## src/rtl/core/mhft_pkg.sv

```systemverilog
// Types, codes and byte classification shared by the header field tokenizer.
package mhft_pkg;

	typedef struct packed {
		logic [7:0] data_byte;
		logic       byte_valid;
		logic       end_of_field;
	} in_item_t;

	typedef struct packed {
		logic [3:0]  token_type;
		logic [15:0] token_start;
		logic [15:0] token_length;
		logic        last_result;
	} out_item_t;

	localparam int RES_MAX = 3;

	typedef struct packed {
		logic [1:0]                count;
		out_item_t [RES_MAX-1:0]   res;
	} bundle_t;

	localparam logic [2:0] PH_IDLE    = 3'd0;
	localparam logic [2:0] PH_ATOM    = 3'd1;
	localparam logic [2:0] PH_QUOTED  = 3'd2;
	localparam logic [2:0] PH_COMMENT = 3'd3;
	localparam logic [2:0] PH_DOMAIN  = 3'd4;

	localparam logic [3:0] TK_ERROR    = 4'd0;
	localparam logic [3:0] TK_NULL     = 4'd1;
	localparam logic [3:0] TK_SPECIAL  = 4'd2;
	localparam logic [3:0] TK_ATOM     = 4'd3;
	localparam logic [3:0] TK_COMMENT  = 4'd4;
	localparam logic [3:0] TK_QUOTED   = 4'd5;
	localparam logic [3:0] TK_DOMAIN   = 4'd6;
	localparam logic [3:0] TK_TSPECIAL = 4'd7;
	localparam logic [3:0] TK_TOKEN    = 4'd8;

	localparam logic [7:0] CH_LPAREN = 8'h28;
	localparam logic [7:0] CH_RPAREN = 8'h29;
	localparam logic [7:0] CH_LBRACK = 8'h5B;
	localparam logic [7:0] CH_RBRACK = 8'h5D;
	localparam logic [7:0] CH_BSLASH = 8'h5C;
	localparam logic [7:0] CH_DQUOTE = 8'h22;
	localparam logic [7:0] CH_SLASH  = 8'h2F;
	localparam logic [7:0] CH_QMARK  = 8'h3F;
	localparam logic [7:0] CH_EQUALS = 8'h3D;
	localparam logic [7:0] CH_PERIOD = 8'h2E;
	localparam logic [7:0] CH_LT     = 8'h3C;
	localparam logic [7:0] CH_GT     = 8'h3E;
	localparam logic [7:0] CH_AT     = 8'h40;
	localparam logic [7:0] CH_COMMA  = 8'h2C;
	localparam logic [7:0] CH_SEMI   = 8'h3B;
	localparam logic [7:0] CH_COLON  = 8'h3A;
	localparam logic [7:0] CH_SPACE  = 8'h20;
	localparam logic [7:0] CH_DLE    = 8'h10;
	localparam logic [7:0] CH_CTL_MAX = 8'h1F;

	function automatic logic is_blank(input logic [7:0] c);
		return (c == CH_SPACE) || ((c <= CH_CTL_MAX) && (c != CH_DLE));
	endfunction

	function automatic logic is_special(input logic [7:0] c, input logic mode);
		logic r;
		unique case (c) inside
			CH_RPAREN, CH_LT, CH_GT, CH_AT, CH_COMMA,
			CH_SEMI, CH_COLON, CH_BSLASH, CH_RBRACK: r = 1'b1;
			CH_PERIOD:                               r = !mode;
			CH_SLASH, CH_QMARK, CH_EQUALS:           r = mode;
			default:                                 r = 1'b0;
		endcase
		return r;
	endfunction

endpackage

```

## src/rtl/core/mhft_lexer.sv

```systemverilog
// Lexer state registers and the combinational next-state and token logic.
module mhft_lexer #(
	parameter int FIELD_LEN_MAX = 65535,
	parameter int NEST_MAX      = 255
) (
	input  logic              clk,
	input  logic              arst_n,
	input  logic              accept,
	input  mhft_pkg::in_item_t in_item,
	input  logic              mode,
	output mhft_pkg::bundle_t bundle
);
	import mhft_pkg::*;

	localparam int POS_CAP_I   = (FIELD_LEN_MAX < 65535) ? FIELD_LEN_MAX : 65535;
	localparam int DEPTH_CAP_I = (NEST_MAX < 255) ? NEST_MAX : 255;
	localparam logic [15:0] POS_CAP   = 16'(POS_CAP_I);
	localparam logic [7:0]  DEPTH_CAP = 8'(DEPTH_CAP_I);

	logic [2:0]  phase_q;
	logic        esc_q;
	logic [7:0]  depth_q;
	logic [15:0] tstart_q;
	logic [15:0] pos_q;

	logic [2:0]  phase_d;
	logic        esc_d;
	logic [7:0]  depth_d;
	logic [15:0] tstart_d;
	logic [15:0] pos_d;

	always_comb begin
		logic [7:0]  c;
		logic [1:0]  n;
		logic        do_start;
		logic [16:0] len1;
		logic [3:0]  atom_type;
		out_item_t   res [RES_MAX];

		c         = in_item.data_byte;
		n         = 2'd0;
		do_start  = 1'b0;
		phase_d   = phase_q;
		esc_d     = esc_q;
		depth_d   = depth_q;
		tstart_d  = tstart_q;
		pos_d     = pos_q;
		atom_type = mode ? TK_TOKEN : TK_ATOM;
		len1      = {1'b0, pos_q} + 17'd1 - {1'b0, tstart_q};
		for (int i = 0; i < RES_MAX; i++) begin
			res[i] = '0;
		end

		if (in_item.byte_valid) begin
			unique case (phase_q) inside
				PH_ATOM: begin
					if (is_blank(c) || c == CH_DQUOTE || c == CH_LPAREN ||
					    c == CH_LBRACK || is_special(c, mode)) begin
						res[n] = '{atom_type, tstart_q, pos_q - tstart_q, 1'b0};
						n = n + 2'd1;
						phase_d  = PH_IDLE;
						do_start = 1'b1;
					end
				end
				PH_QUOTED, PH_DOMAIN: begin
					if (esc_q) begin
						esc_d = 1'b0;
					end else if (c == CH_BSLASH) begin
						esc_d = 1'b1;
					end else if (c == ((phase_q == PH_QUOTED) ? CH_DQUOTE : CH_RBRACK)) begin
						res[n] = '{(phase_q == PH_QUOTED) ? TK_QUOTED : TK_DOMAIN, tstart_q,
						           len1[16] ? 16'hFFFF : len1[15:0], 1'b0};
						n = n + 2'd1;
						phase_d = PH_IDLE;
					end
				end
				PH_COMMENT: begin
					if (esc_q) begin
						esc_d = 1'b0;
					end else if (c == CH_BSLASH) begin
						esc_d = 1'b1;
					end else if (c == CH_RPAREN) begin
						if (depth_q != 8'd0) begin
							depth_d = depth_q - 8'd1;
						end
						if (depth_d == 8'd0) begin
							res[n] = '{TK_COMMENT, tstart_q,
							           len1[16] ? 16'hFFFF : len1[15:0], 1'b0};
							n = n + 2'd1;
							phase_d = PH_IDLE;
						end
					end else if (c == CH_LPAREN) begin
						if (depth_q < DEPTH_CAP) begin
							depth_d = depth_q + 8'd1;
						end
					end
				end
				default: begin
					phase_d  = PH_IDLE;
					do_start = 1'b1;
				end
			endcase

			if (do_start && !is_blank(c)) begin
				tstart_d = pos_q;
				esc_d    = 1'b0;
				if (c == CH_DQUOTE) begin
					phase_d = PH_QUOTED;
				end else if (c == CH_LPAREN) begin
					phase_d = PH_COMMENT;
					depth_d = 8'd1;
				end else if (c == CH_LBRACK) begin
					phase_d = PH_DOMAIN;
				end else if (is_special(c, mode)) begin
					res[n] = '{mode ? TK_TSPECIAL : TK_SPECIAL, pos_q, 16'd1, 1'b0};
					n = n + 2'd1;
				end else begin
					phase_d = PH_ATOM;
				end
			end

			pos_d = (pos_q < POS_CAP) ? pos_q + 16'd1 : POS_CAP;
		end

		if (in_item.end_of_field) begin
			if (phase_d == PH_ATOM) begin
				res[n] = '{atom_type, tstart_d, pos_d - tstart_d, 1'b0};
				n = n + 2'd1;
			end else if (phase_d == PH_QUOTED || phase_d == PH_COMMENT ||
			             phase_d == PH_DOMAIN) begin
				res[n] = '{TK_ERROR, tstart_d, 16'd0, 1'b0};
				n = n + 2'd1;
			end
			res[n] = '{TK_NULL, pos_d, 16'd0, 1'b0};
			n = n + 2'd1;
			phase_d  = PH_IDLE;
			esc_d    = 1'b0;
			depth_d  = 8'd0;
			tstart_d = 16'd0;
			pos_d    = 16'd0;
		end

		for (int i = 0; i < RES_MAX; i++) begin
			res[i].last_result = (n != 2'd0) && (2'(i) == n - 2'd1);
			bundle.res[i]      = res[i];
		end
		bundle.count = n;
	end

	always_ff @(posedge clk or negedge arst_n) begin
		if (!arst_n) begin
			phase_q  <= PH_IDLE;
			esc_q    <= 1'b0;
			depth_q  <= 8'd0;
			tstart_q <= 16'd0;
			pos_q    <= 16'd0;
		end else if (accept) begin
			phase_q  <= phase_d;
			esc_q    <= esc_d;
			depth_q  <= depth_d;
			tstart_q <= tstart_d;
			pos_q    <= pos_d;
		end
	end

endmodule

```

## src/rtl/core/mhft_emit.sv

```systemverilog
// Result register that holds the tokens of one item and hands them out one per cycle while out_stall is low.
module mhft_emit (
	input  logic                clk,
	input  logic                arst_n,
	input  logic                load,
	input  mhft_pkg::bundle_t   bundle,
	output logic                free,
	output logic                out_valid,
	input  logic                out_stall,
	output mhft_pkg::out_item_t out_item
);
	import mhft_pkg::*;

	logic                    busy_q;
	logic [1:0]              cnt_q;
	logic [1:0]              rd_q;
	out_item_t [RES_MAX-1:0] res_q;

	logic out_acc;
	logic drain_done;

	assign out_valid  = busy_q;
	assign out_item   = res_q[rd_q];
	assign out_acc    = busy_q && !out_stall;
	assign drain_done = out_acc && (rd_q == cnt_q - 2'd1);
	assign free       = !busy_q || drain_done;

	always_ff @(posedge clk or negedge arst_n) begin
		if (!arst_n) begin
			busy_q <= 1'b0;
			cnt_q  <= 2'd0;
			rd_q   <= 2'd0;
		end else if (load && bundle.count != 2'd0) begin
			busy_q <= 1'b1;
			cnt_q  <= bundle.count;
			rd_q   <= 2'd0;
		end else if (drain_done) begin
			busy_q <= 1'b0;
			rd_q   <= 2'd0;
		end else if (out_acc) begin
			rd_q <= rd_q + 2'd1;
		end
	end

	always_ff @(posedge clk) begin
		if (load && bundle.count != 2'd0) begin
			res_q <= bundle.res;
		end
	end

endmodule

```

## src/rtl/core/mail_header_field_tokenizer.sv

```systemverilog
// Top level of the mail header field tokenizer: mode register, lexer and result register.
// Latency: the first token of an item is offered in the cycle after the item is accepted.
// Throughput: one item per cycle while items give at most one token and out_stall is low;
// else input waits until its last token is taken, as the result port carries one a cycle.
// Reset clears lexer state, the mode register (RFC 822 mode) and the result valid and count.
module mail_header_field_tokenizer #(
	parameter int FIELD_LEN_MAX = 65535,
	parameter int NEST_MAX      = 255
) (
	input  logic                clk,
	input  logic                arst_n,
	input  logic                in_valid,
	output logic                in_stall,
	input  mhft_pkg::in_item_t  in_item,
	output logic                out_valid,
	input  logic                out_stall,
	output mhft_pkg::out_item_t out_item,
	input  logic                mode_we,
	input  logic                mode_wdata
);
	import mhft_pkg::*;

	logic    mode_q;
	logic    free;
	logic    in_acc;
	bundle_t bundle;

	assign in_stall = !free;
	assign in_acc   = in_valid && free;

	always_ff @(posedge clk or negedge arst_n) begin
		if (!arst_n) begin
			mode_q <= 1'b0;
		end else if (mode_we) begin
			mode_q <= mode_wdata;
		end
	end

	mhft_lexer #(
		.FIELD_LEN_MAX(FIELD_LEN_MAX),
		.NEST_MAX     (NEST_MAX)
	) u_lexer (
		.clk    (clk),
		.arst_n (arst_n),
		.accept (in_acc),
		.in_item(in_item),
		.mode   (mode_q),
		.bundle (bundle)
	);

	mhft_emit u_emit (
		.clk      (clk),
		.arst_n   (arst_n),
		.load     (in_acc),
		.bundle   (bundle),
		.free     (free),
		.out_valid(out_valid),
		.out_stall(out_stall),
		.out_item (out_item)
	);

	a_eof_gives_token: assert property (@(posedge clk) disable iff (!arst_n)
		in_valid && !in_stall && in_item.end_of_field |=> out_valid)
		else $error("end of field gave no token");

	a_null_is_last: assert property (@(posedge clk) disable iff (!arst_n)
		out_valid && out_item.token_type == TK_NULL |-> out_item.last_result)
		else $error("null token not marked last");

	a_error_len_zero: assert property (@(posedge clk) disable iff (!arst_n)
		out_valid && out_item.token_type == TK_ERROR |-> out_item.token_length == 16'd0)
		else $error("error token with nonzero length");

endmodule

```

## config.mk

```make
export PLATFORM = sky130hd
export DESIGN_NAME = mail_header_field_tokenizer
export DESIGN_NICKNAME = d
export VERILOG_FILES = /design/src/rtl/core/mhft_pkg.sv /design/src/rtl/core/mhft_lexer.sv /design/src/rtl/core/mhft_emit.sv /design/src/rtl/core/mail_header_field_tokenizer.sv
export SDC_FILE = /design/constraint.sdc
export NUM_CORES = 1
export LEC_CHECK = 0
export BUFFER_PORTS_ARGS = -buffer_cell sky130_fd_sc_hd__buf_2
export CAP_MARGIN = 10
export CORE_MARGIN = 10
export CORE_UTILIZATION = 46
export CTS_BUF_LIST = sky130_fd_sc_hd__clkbuf_16
export CTS_CLUSTER_DIAMETER = 30
export DETAILED_ROUTE_END_ITERATION = 12
export GPL_TIMING_DRIVEN = 0
export MAX_ROUTING_LAYER = met4
export PLACE_DENSITY = 0.72
export SYNTH_ARGS = -nofsm -noshare
export SYNTH_HDL_FRONTEND = slang
export SYNTH_HIERARCHICAL = 1
export SYNTH_SLANG_ARGS = --single-unit
```

## constraint.sdc

```tcl
create_clock -name clk -period 10.4 [get_ports clk]
set_input_delay 3.12 -clock clk [delete_from_list [all_inputs] [get_ports clk]]
set_output_delay 3.12 -clock clk [all_outputs]
set_load 0.01 [all_outputs]
```

==> summary.txt <==
Die
  – Die height: 182 microns
  – Die width: 182 microns
  – I/O Pins: 55
  – Core area: 0.0260 sq mm
  – Die area: 0.0332 sq mm
  – Row Count: 59
  – Initial Utilization: 0.466

Critical path
  – Worst path top cell family by delay: compound AO/OA/AOI/OAI gates
  – Reg2reg end: u_emit/res_q[11]$_DFFE_PP_
  – Worst R2R Start: u_lexer/depth_q[0]$_DFFE_PN0P_
  – Cells on worst reg2reg path: 25
  – Most Frequent Cell on Critical Path: ha_1
  – Reg2reg setup slack: 2880 ps
  – CP max-delay cell: a21boi_1
  – CP Cell Sequence: buf_2 > nand4bb_1 > or4b_1 > clkbuf_1 > and4b_1 > a21boi_1 > nor2_1 > inv_1 > ha_1 > mux2_2 > a21o_1 > o211ai_1 > ha_1 > nand2_1 > a21boi_0 > ha_1 > and2_1 > buf_1 > nor2_1 > o21ai_1 > buf_2 > a211oi_1 > a211o_1
  – Crit-path max cell delay: 950 ps
  – Crit Path Category: input pin to flip-flop
  – Worst Path Buf+Inv: 5
  – CP required: 10590 ps
  – Worst-path maximum fanout: 10
  – Setup crit end kind: flip-flop
  – Crit path DAT: 9890 ps
  – Worst Setup Start Kind: input pin

STA
  – RSZ-0062 raised after global routing: false
  – Worst-margin pin slew: 1270 ps
  – Max_slew headroom: 0.150
  – Count of final setup violators: 0
  – Fin crit share: 0.933
  – Slew Limit Fails: 0
  – Setup_tns: 0 ps
  – Clock Skews: 15.8 ps
  – Min Tclk post-route: 9700 ps
  – Max Fclk: 103 MHz
  – Final hold viol count: 0
  – Hold WS: 548 ps

Drt
  – Iter 0 DRT Violations: 1523
  – Vias per cell: 6.24
  – Remaining antenna violation count: 0
  – DR pass1 iterations: 5
  – Drc violations: 0
  – Via count: 10900
  – Final WL: 38700 microns
  – DR WL/cell: 22.3 microns

Logic synthesis
  – Avg Cell Area, Syn: 9.19 sq um
  – Cell Area, Synth: 0.0121 sq mm
  – Synth top area cells: edfxtp_1 (28%), dfrtp_1 (10%), ha_1 (6.0%)
  – Mapped Cells: 1317
  – Post-synth top area share: 0.275
  – Seq/Total Area, Yosys: 0.379
  – Post-synth EDFFs: 111
  – Mapped Nets: 1406
  – Number of synthesized register bits: 161
  – Largest area contributor in the netlist: edfxtp_1
  – Netlist cell types: 88
  – Yosys Warn Count: 6
  – Top_reg_cell synth: edfxtp_1
  – Asr flop ratio synth: 0.311

Global routing
  – Pin count of the biggest net entering global routing: 79
  – Total gr overflow: 0
  – Global Route Usage Sum: 0.234
  – Vias in the first global route: 10400
  – First-pass GRT wire length: 60200 microns
  – Initial antenna violation count: 1

Placement
  – PortBufs: 51
  – Inst Count DP: 1705
  – HPWL after DPL: 29900 microns
  – Placer Congestion: 1.05

CTS
  – TritonCTS Buffers: 17
  – Clk_lat worst skew: 440 ps
  – CTS tree: yes
  – Resized Gates After CTS: 0
  – Clk root buf: clkbuf_16
  – Htree depth: 4
  – Clock Sinks: 161
  – Clock Tree Buf Depth: 2
  – Clk slew on worst S/H paths: 80 ps
  – CTS hold repair buffers: 0
  – Post-CTS Setup Bufs: 0

Cells and area
  – # fillers: 2418
  – Final nets: 1478
  – Commonest non-fill, non-tap cells in the layout: nor2_1 (119), edfxtp_1 (111), nand2_1 (108), inv_1 (105), o21ai_0 (88)
  – Register area: 0.00458 sq mm
  – Area occupied by multi-input gates: 0.00679 sq mm
  – Post-layout util: 0.517
  – Commonest non-fill, non-tap cell in the layout: nor2_1
  – Non-filler instance count after layout: 1738
  – P&R area growth vs syn: 11.0%
  – Layout cell share with drive strength beyond 1: 0.106

Power and ir drop
  – Max rail drop VDD: 0.000205 V
  – PwrDens: 239 mW/mm^2
  – Static leakage: 5.25 nW

Hold path
  – Hold crit path type: flip-flop to flip-flop
  – Worst Hold Launch: u_emit/cnt_q[1]$_DFFE_PN0P_
  – Hold EP: u_emit/cnt_q[1]$_DFFE_PN0P_
  – Hold-critical path depth: 2

Flow run
  – Max_cap viols: 0

Status
  – Status: finished, final reports clean
cells by family (layout without fill, tap and decap cells):
family                     count (synthesis)  in the layout  synth area share
adders and majority gates                 73             73            0.0847
muxes                                     67             67            0.0559
DFF                                      161            161             0.379
AOI/OAI and AO/OA                        381            381             0.217
xor gates and xnor gates                  60             60            0.0440
and+or+nand+nor                          391            391             0.158
buffers and inverters                    183            268            0.0615
other                                      1              2          0.000310
Yosys cell counts, drive strengths merged, types with 4 or more instances:
cell type  number
nor2          119
clkbuf         43
o21bai          6
a211oi         13
edfxtp        111
o41ai           6
xnor2          42
nor3           35
o21ai          93
o31ai          11
a22oi          19
xor2           18
nor4            8
o21a            5
a31oi          13
ha             58
a311oi          4
o311ai          4
nand2b         14
a22o           11
a21oi          48
nand3          23
a211o           4
inv           105
buf            35
o22ai          62
nand2         108
a21o           10
a2bb2oi         4
a21boi          8
nand4          15
nor2b          10
or3            10
mux2i          65
dfrtp          50
a221oi         31
fa             15
o211ai          5
and2           13
and3            9
per-stage QoR:
| stage | power [mW] | setup slack [ps] | cell area, sq um |
|---|---|---|---|
| final | 3.22 | 702 | 13400 |
| after global routing | 3.40 | 453 | 13400 |
| after CTS | 3.20 | 999 | 13400 |
| after detailed placement | 2.55 | 570 | 12800 |
| after global placement | 2.53 | -1690 | 12800 |
| after floorplan | 2.04 | 658 | 12100 |
worst max path at each step:
| stage | cells after the start | slack [ps] | from | endpoint |
|---|---|---|---|---|
| detailed placement | 23 | 570 | in_item[9] | u_emit/res_q[11]$_DFFE_PP_ |
| global route | 20 | 450 | in_item[9] | u_emit/res_q[39]$_DFFE_PP_ |
| CTS | 23 | 1000 | in_item[9] | u_emit/res_q[11]$_DFFE_PP_ |
| floorplan | 18 | 660 | in_item[8] | u_emit/res_q[0]$_DFFE_PP_ |
| global placement | 18 | -1690 | in_item[9] | u_emit/res_q[6]$_DFFE_PP_ |
| finish | 23 | 700 | in_item[9] | u_emit/res_q[11]$_DFFE_PP_ |
power breakdown:
group / internal (mW) / leakage, nW / total (mW) / switching [mW]
Sequential: 0.878 / 1.73 / 0.941 / 0.0625
Clock: 0.361 / 0.283 / 0.654 / 0.293
Combinational: 0.569 / 3.24 / 1.62 / 1.06
state kept, by name, summed over array words and instances (netlist names):
name and count:
u_lexer/pos_q 16, u_lexer/tstart_q 16, u_emit/rd_q 2, u_emit/res_q 111
u_emit/out_valid 1, u_lexer/depth_q 8, u_emit/cnt_q 2, u_lexer/phase_q 3
u_lexer/esc_q 1, mode_q 1
worst min-delay path, stage by stage, from the launching register on:
cell and delay [ps]:
dfrtp_1 400, nand2_1 60, nand2_1 60
layout make-up:
type	count	share of cell area
sequential	161	0.341
buffer	78	0.0261
tap	335	0.0312
clock buffer	17	0.0316
multi-input combinational	973	0.505
antenna	1	0.000186
clock inverter	15	0.0129
inverter	105	0.0295
timing repair buffer	53	0.0225
per-layer routing:
metal | track usage | part of all wire
met5 | - | 0
met4 | 0.105 | 0.045
met3 | 0.0413 | 0.081
met2 | 0.356 | 0.46
met1 | 0.299 | 0.42
Power figures use the tool's default switching activity.
